[src/hdl/pne_pkg.sv]
package pne_pkg;

	localparam int FRAC_BITS_DEF = 16;
	localparam int COORD_W       = 32;
	localparam int OFS_W         = 24;
	localparam int OUT_W         = 18;
	localparam int IDX_W         = 8;
	localparam int PERM_DEPTH    = 256;
	localparam int CFG_IDX_W     = 2;

	typedef enum logic [1:0] {
		MODE_LOAD  = 2'd0,
		MODE_NOISE = 2'd1,
		MODE_FLAT  = 2'd2,
		MODE_NONE  = 2'd3
	} mode_t;

	localparam logic [CFG_IDX_W-1:0] REG_X_OFS = 2'd0;
	localparam logic [CFG_IDX_W-1:0] REG_Y_OFS = 2'd1;
	localparam logic [CFG_IDX_W-1:0] REG_Z_OFS = 2'd2;

	localparam logic signed [OUT_W-1:0] NOISE_MAX = 18'sh1FFFF;
	localparam logic signed [OUT_W-1:0] NOISE_MIN = 18'sh20000;

	// One queued item: a table load or a sample point with offsets applied.
	typedef struct packed {
		logic               ld;
		logic [COORD_W-1:0] sx;
		logic [COORD_W-1:0] sy;
		logic [COORD_W-1:0] sz;
		logic [IDX_W-1:0]   idx;
		logic [IDX_W-1:0]   val;
	} pne_item_t;

endpackage

[src/hdl/pne_front.sv]
module pne_front import pne_pkg::*; (
	input  logic                 clk,
	input  logic                 arst_n,
	input  logic                 in_valid,
	output logic                 in_ready,
	input  logic [1:0]           mode,
	input  logic [COORD_W-1:0]   coord_x,
	input  logic [COORD_W-1:0]   coord_y,
	input  logic [COORD_W-1:0]   coord_z,
	input  logic [IDX_W-1:0]     table_index,
	input  logic [IDX_W-1:0]     table_value,
	input  logic                 cfg_valid,
	output logic                 cfg_ready,
	input  logic [CFG_IDX_W-1:0] cfg_index,
	input  logic [OFS_W-1:0]     cfg_data,
	output pne_item_t            item,
	output logic                 item_valid,
	input  logic                 item_pop
);

	logic [OFS_W-1:0] x_ofs_q;
	logic [OFS_W-1:0] y_ofs_q;
	logic [OFS_W-1:0] z_ofs_q;
	pne_item_t        queue_q [2];
	logic             wr_ptr_q;
	logic             rd_ptr_q;
	logic [1:0]       count_q;
	pne_item_t        new_item;
	logic             push;

	assign cfg_ready  = 1'b1;
	assign in_ready   = (count_q != 2'd2);
	assign item_valid = (count_q != 2'd0);
	assign item       = queue_q[rd_ptr_q];
	// The unused mode code is dropped here and never reaches the back end.
	assign push = in_valid && in_ready && (mode != MODE_NONE);

	always_comb begin
		new_item.ld  = (mode == MODE_LOAD);
		new_item.sx  = coord_x + COORD_W'(x_ofs_q);
		new_item.sy  = (mode == MODE_NOISE) ? coord_y + COORD_W'(y_ofs_q) : '0;
		new_item.sz  = coord_z + COORD_W'(z_ofs_q);
		new_item.idx = table_index;
		new_item.val = table_value;
	end

	always_ff @(posedge clk or negedge arst_n) begin
		if (!arst_n) begin
			x_ofs_q <= '0;
			y_ofs_q <= '0;
			z_ofs_q <= '0;
		end else if (cfg_valid && cfg_ready) begin
			unique case (cfg_index)
				REG_X_OFS: x_ofs_q <= cfg_data;
				REG_Y_OFS: y_ofs_q <= cfg_data;
				REG_Z_OFS: z_ofs_q <= cfg_data;
				default: ;
			endcase
		end
	end

	always_ff @(posedge clk or negedge arst_n) begin
		if (!arst_n) begin
			wr_ptr_q <= 1'b0;
			rd_ptr_q <= 1'b0;
			count_q  <= '0;
		end else begin
			if (push) begin
				wr_ptr_q <= !wr_ptr_q;
			end
			if (item_pop) begin
				rd_ptr_q <= !rd_ptr_q;
			end
			count_q <= count_q + 2'(push) - 2'(item_pop);
		end
	end

	always_ff @(posedge clk) begin
		if (push) begin
			queue_q[wr_ptr_q] <= new_item;
		end
	end

endmodule

[config.mk]
export PLATFORM = sky130hd
export DESIGN_NAME = pne_front
export DESIGN_NICKNAME = d
export VERILOG_FILES = /design/src/hdl/pne_pkg.sv /design/src/hdl/pne_front.sv
export SDC_FILE = /design/constraint.sdc
export NUM_CORES = 1
export LEC_CHECK = 0
export ABC_AREA = 0
export BUFFER_PORTS_ARGS = -buffer_cell sky130_fd_sc_hd__buf_2
export CAP_MARGIN = 15
export CORE_ASPECT_RATIO = 0.6
export CORE_UTILIZATION = 30
export DETAILED_ROUTE_END_ITERATION = 10
export GPL_TIMING_DRIVEN = 0
export PLACE_DENSITY_LB_ADDON = 0.1
export SYNTH_ARGS = -nofsm -noshare
export SYNTH_HDL_FRONTEND = slang
export SYNTH_SLANG_ARGS = --single-unit
[constraint.sdc]
create_clock -name clk -period 5.65 [get_ports clk]
set_input_delay 0.2825 -clock clk [delete_from_list [all_inputs] [get_ports clk]]
set_output_delay 0.2825 -clock clk [all_outputs]
set_load 0.02 [all_outputs]
# Yosys cells after proc, flatten, opt, wreduce, memory -nomap -nowiden
# Memories as Yosys holds them, arrays and structs flattened.
# Index checks and enable logic that the tools add are counted.
dict set report totals {
  register_bits 76
  ram_bits 226
  input_bits 145
  out_inout_bits 116
  word_cells 30
  memories 1
}
# name words width read_ports rd_clocked_by_memory_dff write_ports line_no
set mem_list {}
lappend mem_list {queue_q 2 113 1 0 1 pne_front.sv:24} ;# pne_item_t queue_q [2];
dict set report op_classes {
  addsub 5
  n_eq_ne 5
  n_mux 3
  reduce_logical 10
}
# cell n
set ops {}
lappend ops {{$add 32x24->32} 3}
lappend ops {{$mux 32} 1}
lappend ops {{$reduce_and 2->1} 3}
lappend ops {{$eq 2x1->1 const B} 2}
lappend ops {{$logic_not 2->1} 2}
lappend ops {{$ne 2x2->1 const B} 2}
lappend ops {{$add 2x1->2} 1}
lappend ops {{$eq 2x2->1 const B} 1}
lappend ops {{$logic_and 1x1->1} 2}
lappend ops {{$logic_not 1->1} 2}
lappend ops {{$mux 1} 2}
lappend ops {{$reduce_bool 2->1} 1}
lappend ops {{$sub 2x1->2} 1}

# Logic depth before layout (Yosys ltp)
# Gate-level depths: netlist of the first run.
dict set report depth {
  ltp_word 5
  depth_mapped 11
  mapped_depth_nobuf 11
}

# Worst setup path before layout of the first run
# Ideal clock, no wire load.
dict set report synth_path {
  kind {reg-to-reg}
  startpoint {register count_q[1]}
  endpoint {memory queue_q[0][0] (netlist bit), enable pin}
  setup_time_ns 0.587
  arrival_time_ns 5.512
  required_ns 5.063
  path_slack_ns -0.449
  path_stages_with_launch 4
  n_path_buf 0
  period_less_slack_ns 6.099
  cell_sequence {dfrtp_1 nand2b_1 nand3_1 nor2_1}
}
dict set report synth_between {
  elab_chain_cells 5
}
# item line_no
set synth_rtl {}
lappend synth_rtl {{from (decl)} pne_front.sv:27} ;# logic [1:0] count_q;
lappend synth_rtl {{from (signal assigned)} pne_front.sv:74} ;# count_q <= count_q + 2'(push) - 2'(item_pop);
lappend synth_rtl {{$ne 2x2->1} pne_front.sv:32} ;# assign in_ready = (count_q != 2'd2);
lappend synth_rtl {{net in_ready} pne_front.sv:5} ;# output logic in_ready,
lappend synth_rtl {{$logic_and 1x1->1 (2 in a row)} pne_front.sv:36} ;# assign push = in_valid && in_ready && (mode != MODE_NONE);
lappend synth_rtl {{$mux 1} pne_front.sv:79} ;# if (push) begin
lappend synth_rtl {{$mux 1 (not written as such)} pne_front.sv:80} ;# queue_q[wr_ptr_q] <= new_item;
lappend synth_rtl {{to (decl)} pne_front.sv:24}
# The timed path passes the listed nets, and every way through them passes these cells.

==> results of run 1 <==
## report_power, final
part           internal, mW  total [mW]  switching (mW)
Sequential             3.02        3.17           0.151
Combinational          1.31        3.25            1.94
Clock                  1.30        2.21           0.909
## layout by cell type, fill, tap and decap left out, types with 10 or more instances in the layout
master and instances:
buf_2 258, edfxtp_1 226, mux2_2 186, dfrtp_1 76, ha_1 74, a21oi_1 70
nand2_1 59, nor2_1 55, xnor2_1 50, clkbuf_16 37, clkbuf_1 32, a21o_1 32
xor2_1 30, nand3_1 27, o21ai_0 26, inv_1 23, dlygate4sd3_1 18, and3_1 15
o21bai_1 14, nand2b_1 11, a211oi_1 10
## logic make-up (layout without fill, tap and decap cells)
kind of cell             Yosys count  after routing
AND/OR/NAND/NOR                  223            223
buffers and inverters             61            406
XOR/XNOR                          80             80
multiplexers                     187            187
other                              1              5
flip-flops                       302            302
AO/OA/AOI/OAI                    212            212
adder cells (fa/ha/maj)           77             77
## layout make-up
type                    count  area [µm²]
fillers                  4872       30800
well taps                 682         853
multi-input cells         780        6320
repair buffers            286        1700
diodes                      4        10.0
flip-flops and latches    302        8690
plain buffers              38         150
clock buffers              41         961
inverters                  23        86.3
clock inverters            18         145
## registers in the layout (all words and copies together), names as in the netlist
signal / cells
queue_q: 226
wr_ptr_q: 1
x_ofs_q: 24
z_ofs_q: 24
count_q: 2
rd_ptr_q: 1
y_ofs_q: 24
## through the flow
step	util, %	TNS [ns]	hold WS, ns	std cells
after detailed placement	35.4	0	0.282	2092
after floorplan	-	-101.43	-0.0131	1143
after global routing	38.0	0	0.0380	2172
after CTS	38.0	0	0.0417	2169
final	38.0	0	0.0545	2174
after global placement	34.9	-942.69	0.470	2082
## path summary, 6_finish.rpt
path,from,depth (start not counted),to
min in group asynchronous,arst_n,2,count_q[0]$_DFF_PN0_
worst min register to register,count_q[1]$_DFF_PN0_,1,count_q[1]$_DFF_PN0_
worst max-delay path,rd_ptr_q$_DFFE_PN0P_,5,item[80]
max in group asynchronous,arst_n,3,z_ofs_q[14]$_DFFE_PN0P_
worst min-delay path,cfg_data[18],2,x_ofs_q[18]$_DFFE_PN0P_
worst max register to register,x_ofs_q[0]$_DFFE_PN0P_,10,queue_q[1][108]$_DFFE_PP_
## layer usage
metal  vias to the layer above  GRT usage, %
li1                       4987             -
met1                      4871          24.2
met2                       190          24.1
met3                        45          2.59
met4                         0          3.62
met5                         -             0
==> impl_metrics.ini, run 1 <==
[clocking]
clock_sinks = 302
hold_buffers = 18
clkTransAtPathRegs_ns = 0.07
cts_buffer_depth = 3
cts_setup_buffers = 0
htree_levels = 2
cts_root_buf = clkbuf_16
clk_latency_ns = 0.53
cts_resized = 0
cts_tree = built
cts_buffers = 34

[placed_design]
portBuffers = 257
place_ws_ns = 2.16
dp_hpwl_um = 32600
gp_congestion = 0.821
placed_area_um2 = 17600

[final_layout]
fin_nets = 1687
syn2layout_area_growth_pct = 24.2
design_area_um2 = 18900
drive_above_1_share_pct = 35.6

[logic_synthesis]
synthArstFlopShare_pct = 25.2
synthMuxAreaShare_pct = 13.8
synth_top_cell_by_area = edfxtp_1
synthDistinctLibCells = 63
synth-seq-cells = 302
synth.top_cells.by_area = edfxtp_1, mux2_2, dfrtp_1
syn_inst = 1143
synth_edf_count = 226
synthAdderAreaFrac_pct = 6.47
synth_compound_area_share_pct = 9.29
synth.cell_area_um2 = 15200
synthSimpleGateAreaFrac_pct = 7.19
ys_warn_count = 0
yosysMostFrequentCell = edfxtp_1
ys_seq_area_share_pct = 57.0
synth_top_area_share_pct = 44.6
ys.flop_type = edfxtp_1
syn_avg_cell_area_um2 = 13.3
synth_top_family_by_area = multiplexers
yosys-top-cells-count = edfxtp_1, mux2_2, dfrtp_1
synth_nets = 1365
synth_xor_area_share_pct = 4.60

[grt]
grt_pass1_wl_um = 62200
grt_pass1_vias = 9956
overflow = 0
grt_antenna_before_repair = 3
grtUsageTotal_pct = 16.1
grt_max_degree = 44

[pwr]
power_mw = 8.63
cellPowerDensity_nw_per_um2 = 456
leakage_nw = 7.55
ir_drop_mv = 0.211

[detailed_routing]
routed_wl_um = 41900
highest_layer = met4
num_vias = 10100
wl_met2_um = 18500
wl_met1_um = 21200
drc = 0
ant_nets = 0
wl_met3_um = 1570
drt_iter0_drc = 452
post_drt_wl_per_cell_um = 19.3
dr.pass1.iters = 5
via_per_inst = 4.64

[worst_setup_path]
crit_path_max_incr_delay_ns = 0.77
crit_top_cell = clkbuf_1
crit_family = buffers and inverters
rrSetupSlack_ns = 2.30
end_kind = primary output
critPathRequiredTime_ns = 5.37
startpoint_type = flop
worstPathCellList = clkbuf_1, clkbuf_1, clkbuf_1, mux2_2, buf_2
cp_slowest_cell = clkbuf_1
cp_num_buf_inv = 4
worstPathArrival_ns = 3.52
cp_max_fo = 10
worstSetupPathType = reg2out

[die]
fp.dieH_um = 177
fp-row-count = 63
initial_utilization_pct = 30.6
die_w_um = 293
core_um2 = 49700
ios = 261
die_area_um2 = 51700

[sta]
final.min_clock_period_ns = 3.81
setup_slack_ns = 1.84
relSlewSlack_pct = 37.4
setup_viol = 0
worstMarginPinSlew_ns = 0.940
hold_viol = 0
fin_crit_sh_pct = 67.4
slew_viol_final = 0
skew_ns = 0.0321
grt_setup_unrepaired = false
clock.fmax_ghz = 0.263

[flow_run]
drv_cap = 0

[outcome]
status = completed

[worst_hold_path]
hp-class = in2reg
Note: power is estimated with default switching activity, not from simulation.
==> run 2, diff against run 1 <==
ABC_AREA = 1   (was 0)
clock period = 3.76 ns   (was 5.65 ns; I/O delays follow)
==> run 2 against run 1 <==
Highest routed layer unchanged. Register-to-register slack lost 1.0 ns. Critical endpoint is now item[98]. Non-clock buffer count fell by 1. Flip-flop and latch count is the same. Final area is 9.8% higher. Largest cell class unchanged. Routed wire length is 27% higher. Synthesized area is 11% higher. Sequential share of layout area decreased by 4.1 points. Core utilization shrank 0.78 points. Global-route usage up 2.4 points. Synthesized cell count rose by 63%.
==> impl_metrics.ini, run 2 <==
[final_layout]
fin_nets = 2416
final_common_cell = nand2_1
finish.utilization_pct = 37.3
design_area_um2 = 20800
drive_above_1_share_pct = 22.2
syn2layout_area_growth_pct = 22.6
top_register = queue_q
largest_register_ff_count = 226
final_cell_mix = nand2_1, buf_2, inv_1

[grt]
grt_pass1_vias = 12600
met3_usage_pct = 3.45
overflow = 0
grtUsageTotal_pct = 18.5
grt_pass1_wl_um = 77900
gr-usage-met2_pct = 27.8
top_usage_layer = met2
grt_max_degree = 46
gr-usage-met1_pct = 27.6
grt_antenna_before_repair = 9

[pwr]
p_int_mw = 8.18
swShare_pct = 36.9
power_frac_comb_pct = 37.7
switchingPower_mw = 4.78
cellPowerDensity_nw_per_um2 = 624
seqPwrFrac_pct = 36.0
power.share.clock_pct = 26.3
leakage_nw = 9.66
ir_drop_mv = 0.363

[logic_synthesis]
synth-seq-cells = 302
ys.flop_type = edfxtp_1
synth_nets = 2087
synth_edf_count = 226
syn_inst = 1865
yosysMostFrequentCell = nand2_1
synth.cell_area_um2 = 16900
synthArstFlopShare_pct = 25.2
yosys-top-cells-count = nand2_1, inv_1, edfxtp_1
syn_avg_cell_area_um2 = 9.08
ys_warn_count = 0
synth_top_area_share_pct = 40.1
synth.top_cells.by_area = edfxtp_1, nand2_1, dfrtp_1
ys_seq_area_share_pct = 51.3
synthDistinctLibCells = 40
synth_top_cell_by_area = edfxtp_1

[detailed_routing]
ant_nets = 0
via_per_inst = 4.50
routed_wl_um = 53300
post_drt_wl_per_cell_um = 17.9
num_vias = 13400
drt_iter0_drc = 890
drc = 0
dr.pass1.iters = 5

[sta]
skew_ns = 0.0135
slew_viol_final = 0
final.min_clock_period_ns = 3.00
setup_viol = 0
fin_crit_sh_pct = 79.7
setup_slack_ns = 0.764
worstMarginPinSlew_ns = 0.787
fin_hold_ws_ns = 0.0352
clock.fmax_ghz = 0.334
relSlewSlack_pct = 47.4
fin_tns_setup_ns = 0
grt_setup_unrepaired = false
hold_viol = 0

[clocking]
cts_buffers = 35
cts_tree = built
clock_sinks = 302
cts_buffer_depth = 3
cts_setup_buffers = 0
clk_latency_ns = 0.53
clkTransAtPathRegs_ns = 0.06
cts_root_buf = clkbuf_16
htree_levels = 2

[worst_setup_path]
crit_top_cell = buf_2
r2r-start = z_ofs_q[0]$_DFFE_PN0P_
rrSetupSlack_ns = 1.30
critPathRequiredTime_ns = 3.57
worstPathCellList = clkbuf_1, buf_2, buf_2, mux2_2, buf_2
crit_path_max_incr_delay_ns = 0.54
cp_max_fo = 10
startpoint_type = flop
crit_start = rd_ptr_q$_DFFE_PN0P_
crit_path_end = item[98]
timing.rr.end = queue_q[1][44]$_DFFE_PP_
end_kind = primary output
worstPathArrival_ns = 2.81
reg2reg_depth = 12
cp_slowest_cell = clkbuf_1
worstSetupPathType = reg2out

[placed_design]
place_ws_ns = 1.12
gp_congestion = 0.900
dp_hpwl_um = 42800
portBuffers = 259
placed_area_um2 = 19400

[die]
initial_utilization_pct = 30.4
ios = 261
core_um2 = 55700
fp.dieH_um = 186
fp-row-count = 67
die_w_um = 309
die_area_um2 = 57400

[outcome]
status = completed

[flow_run]
drv_cap = 0

[worst_hold_path]
hp-class = in2reg
## run 2: cell count changes after synthesis, sizes merged, moves of 29 or more
| cell | delta |
|---|---|
| xnor2 | -41 |
| nand3 | +54 |
| o21ai | +78 |
| inv | +243 |
| nand2 | +490 |
| mux2 | -73 |
| nor2 | +84 |
| a21o | -29 |
## run 2: per-stage QoR
step	power, mW	cells
global route	13.8	2981
finish	13.0	2982
detailed placement	9.66	2892
CTS	13.2	2979
floorplan	7.92	1865
global placement	9.59	2883
## run 2: critical path, delay by kind of cell, from the launching register on
family,cells,cell delay (ns)
buf+inv,4,1.56
mux,1,0.38
flops,1,0.32
## run 2: what timing repair did
action                    in CTS  in global routing
resized for setup              0                  0
hold buffers                  24                  0
hold endpoints to repair      74                  0
## run 2: power by group through the flow
stage               sequential, mW  combinational, mW  clock [mW]
global placement              4.81               4.78           0
floorplan                     4.69               3.23           0
CTS                           4.67               4.97        3.56
detailed placement            4.74               4.92           0
finish                        4.67               4.88        3.41
global route                  4.73               5.39        3.68
## run 2: logic make-up after synthesis
group / synth area share, %
xor gates and xnor gates: 2.02
adders and majority gates: 5.82
AOI/OAI and AO/OA: 6.61
buffers and inverters: 6.80
other: 0.0221
DFF: 51.3
muxes: 7.51
and+or+nand+nor: 19.9
## run 2: worst min path at each step
stage | startpoint | cells past startpoint | endpoint | slack [ns]
detailed placement | arst_n | 1 | count_q[0]$_DFF_PN0_ | 0.18
floorplan | arst_n | 0 | count_q[0]$_DFF_PN0_ | -0.11
global route | cfg_data[7] | 3 | z_ofs_q[7]$_DFFE_PN0P_ | 0.04
finish | cfg_data[7] | 3 | z_ofs_q[7]$_DFFE_PN0P_ | 0.04
global placement | table_index[5] | 1 | queue_q[0][13]$_DFFE_PP_ | 0.38
CTS | coord_x[30] | 3 | queue_q[1][110]$_DFFE_PP_ | 0.02
## run 2: cell type report
class / count / area [µm²]
Sequential cell: 302 / 8690
Fill cell: 5725 / 35000
Clock buffer: 45 / 935
Buffer: 31 / 150
Inverter: 267 / 1000
Antenna cell: 3 / 7.51
Tap cell: 759 / 950
Multi-Input combinational cell: 1265 / 7110
Clock inverter: 18 / 186
Timing Repair Buffer: 292 / 1740
## run 2: per-layer routing
| layer | wire (µm) | part of all wire (%) |
|---|---|---|
| met2 | 22600 | 42 |
| met5 | 0 | 0 |
| met3 | 2900 | 5.4 |
| met1 | 27100 | 51 |
| met4 | 723 | 1.4 |
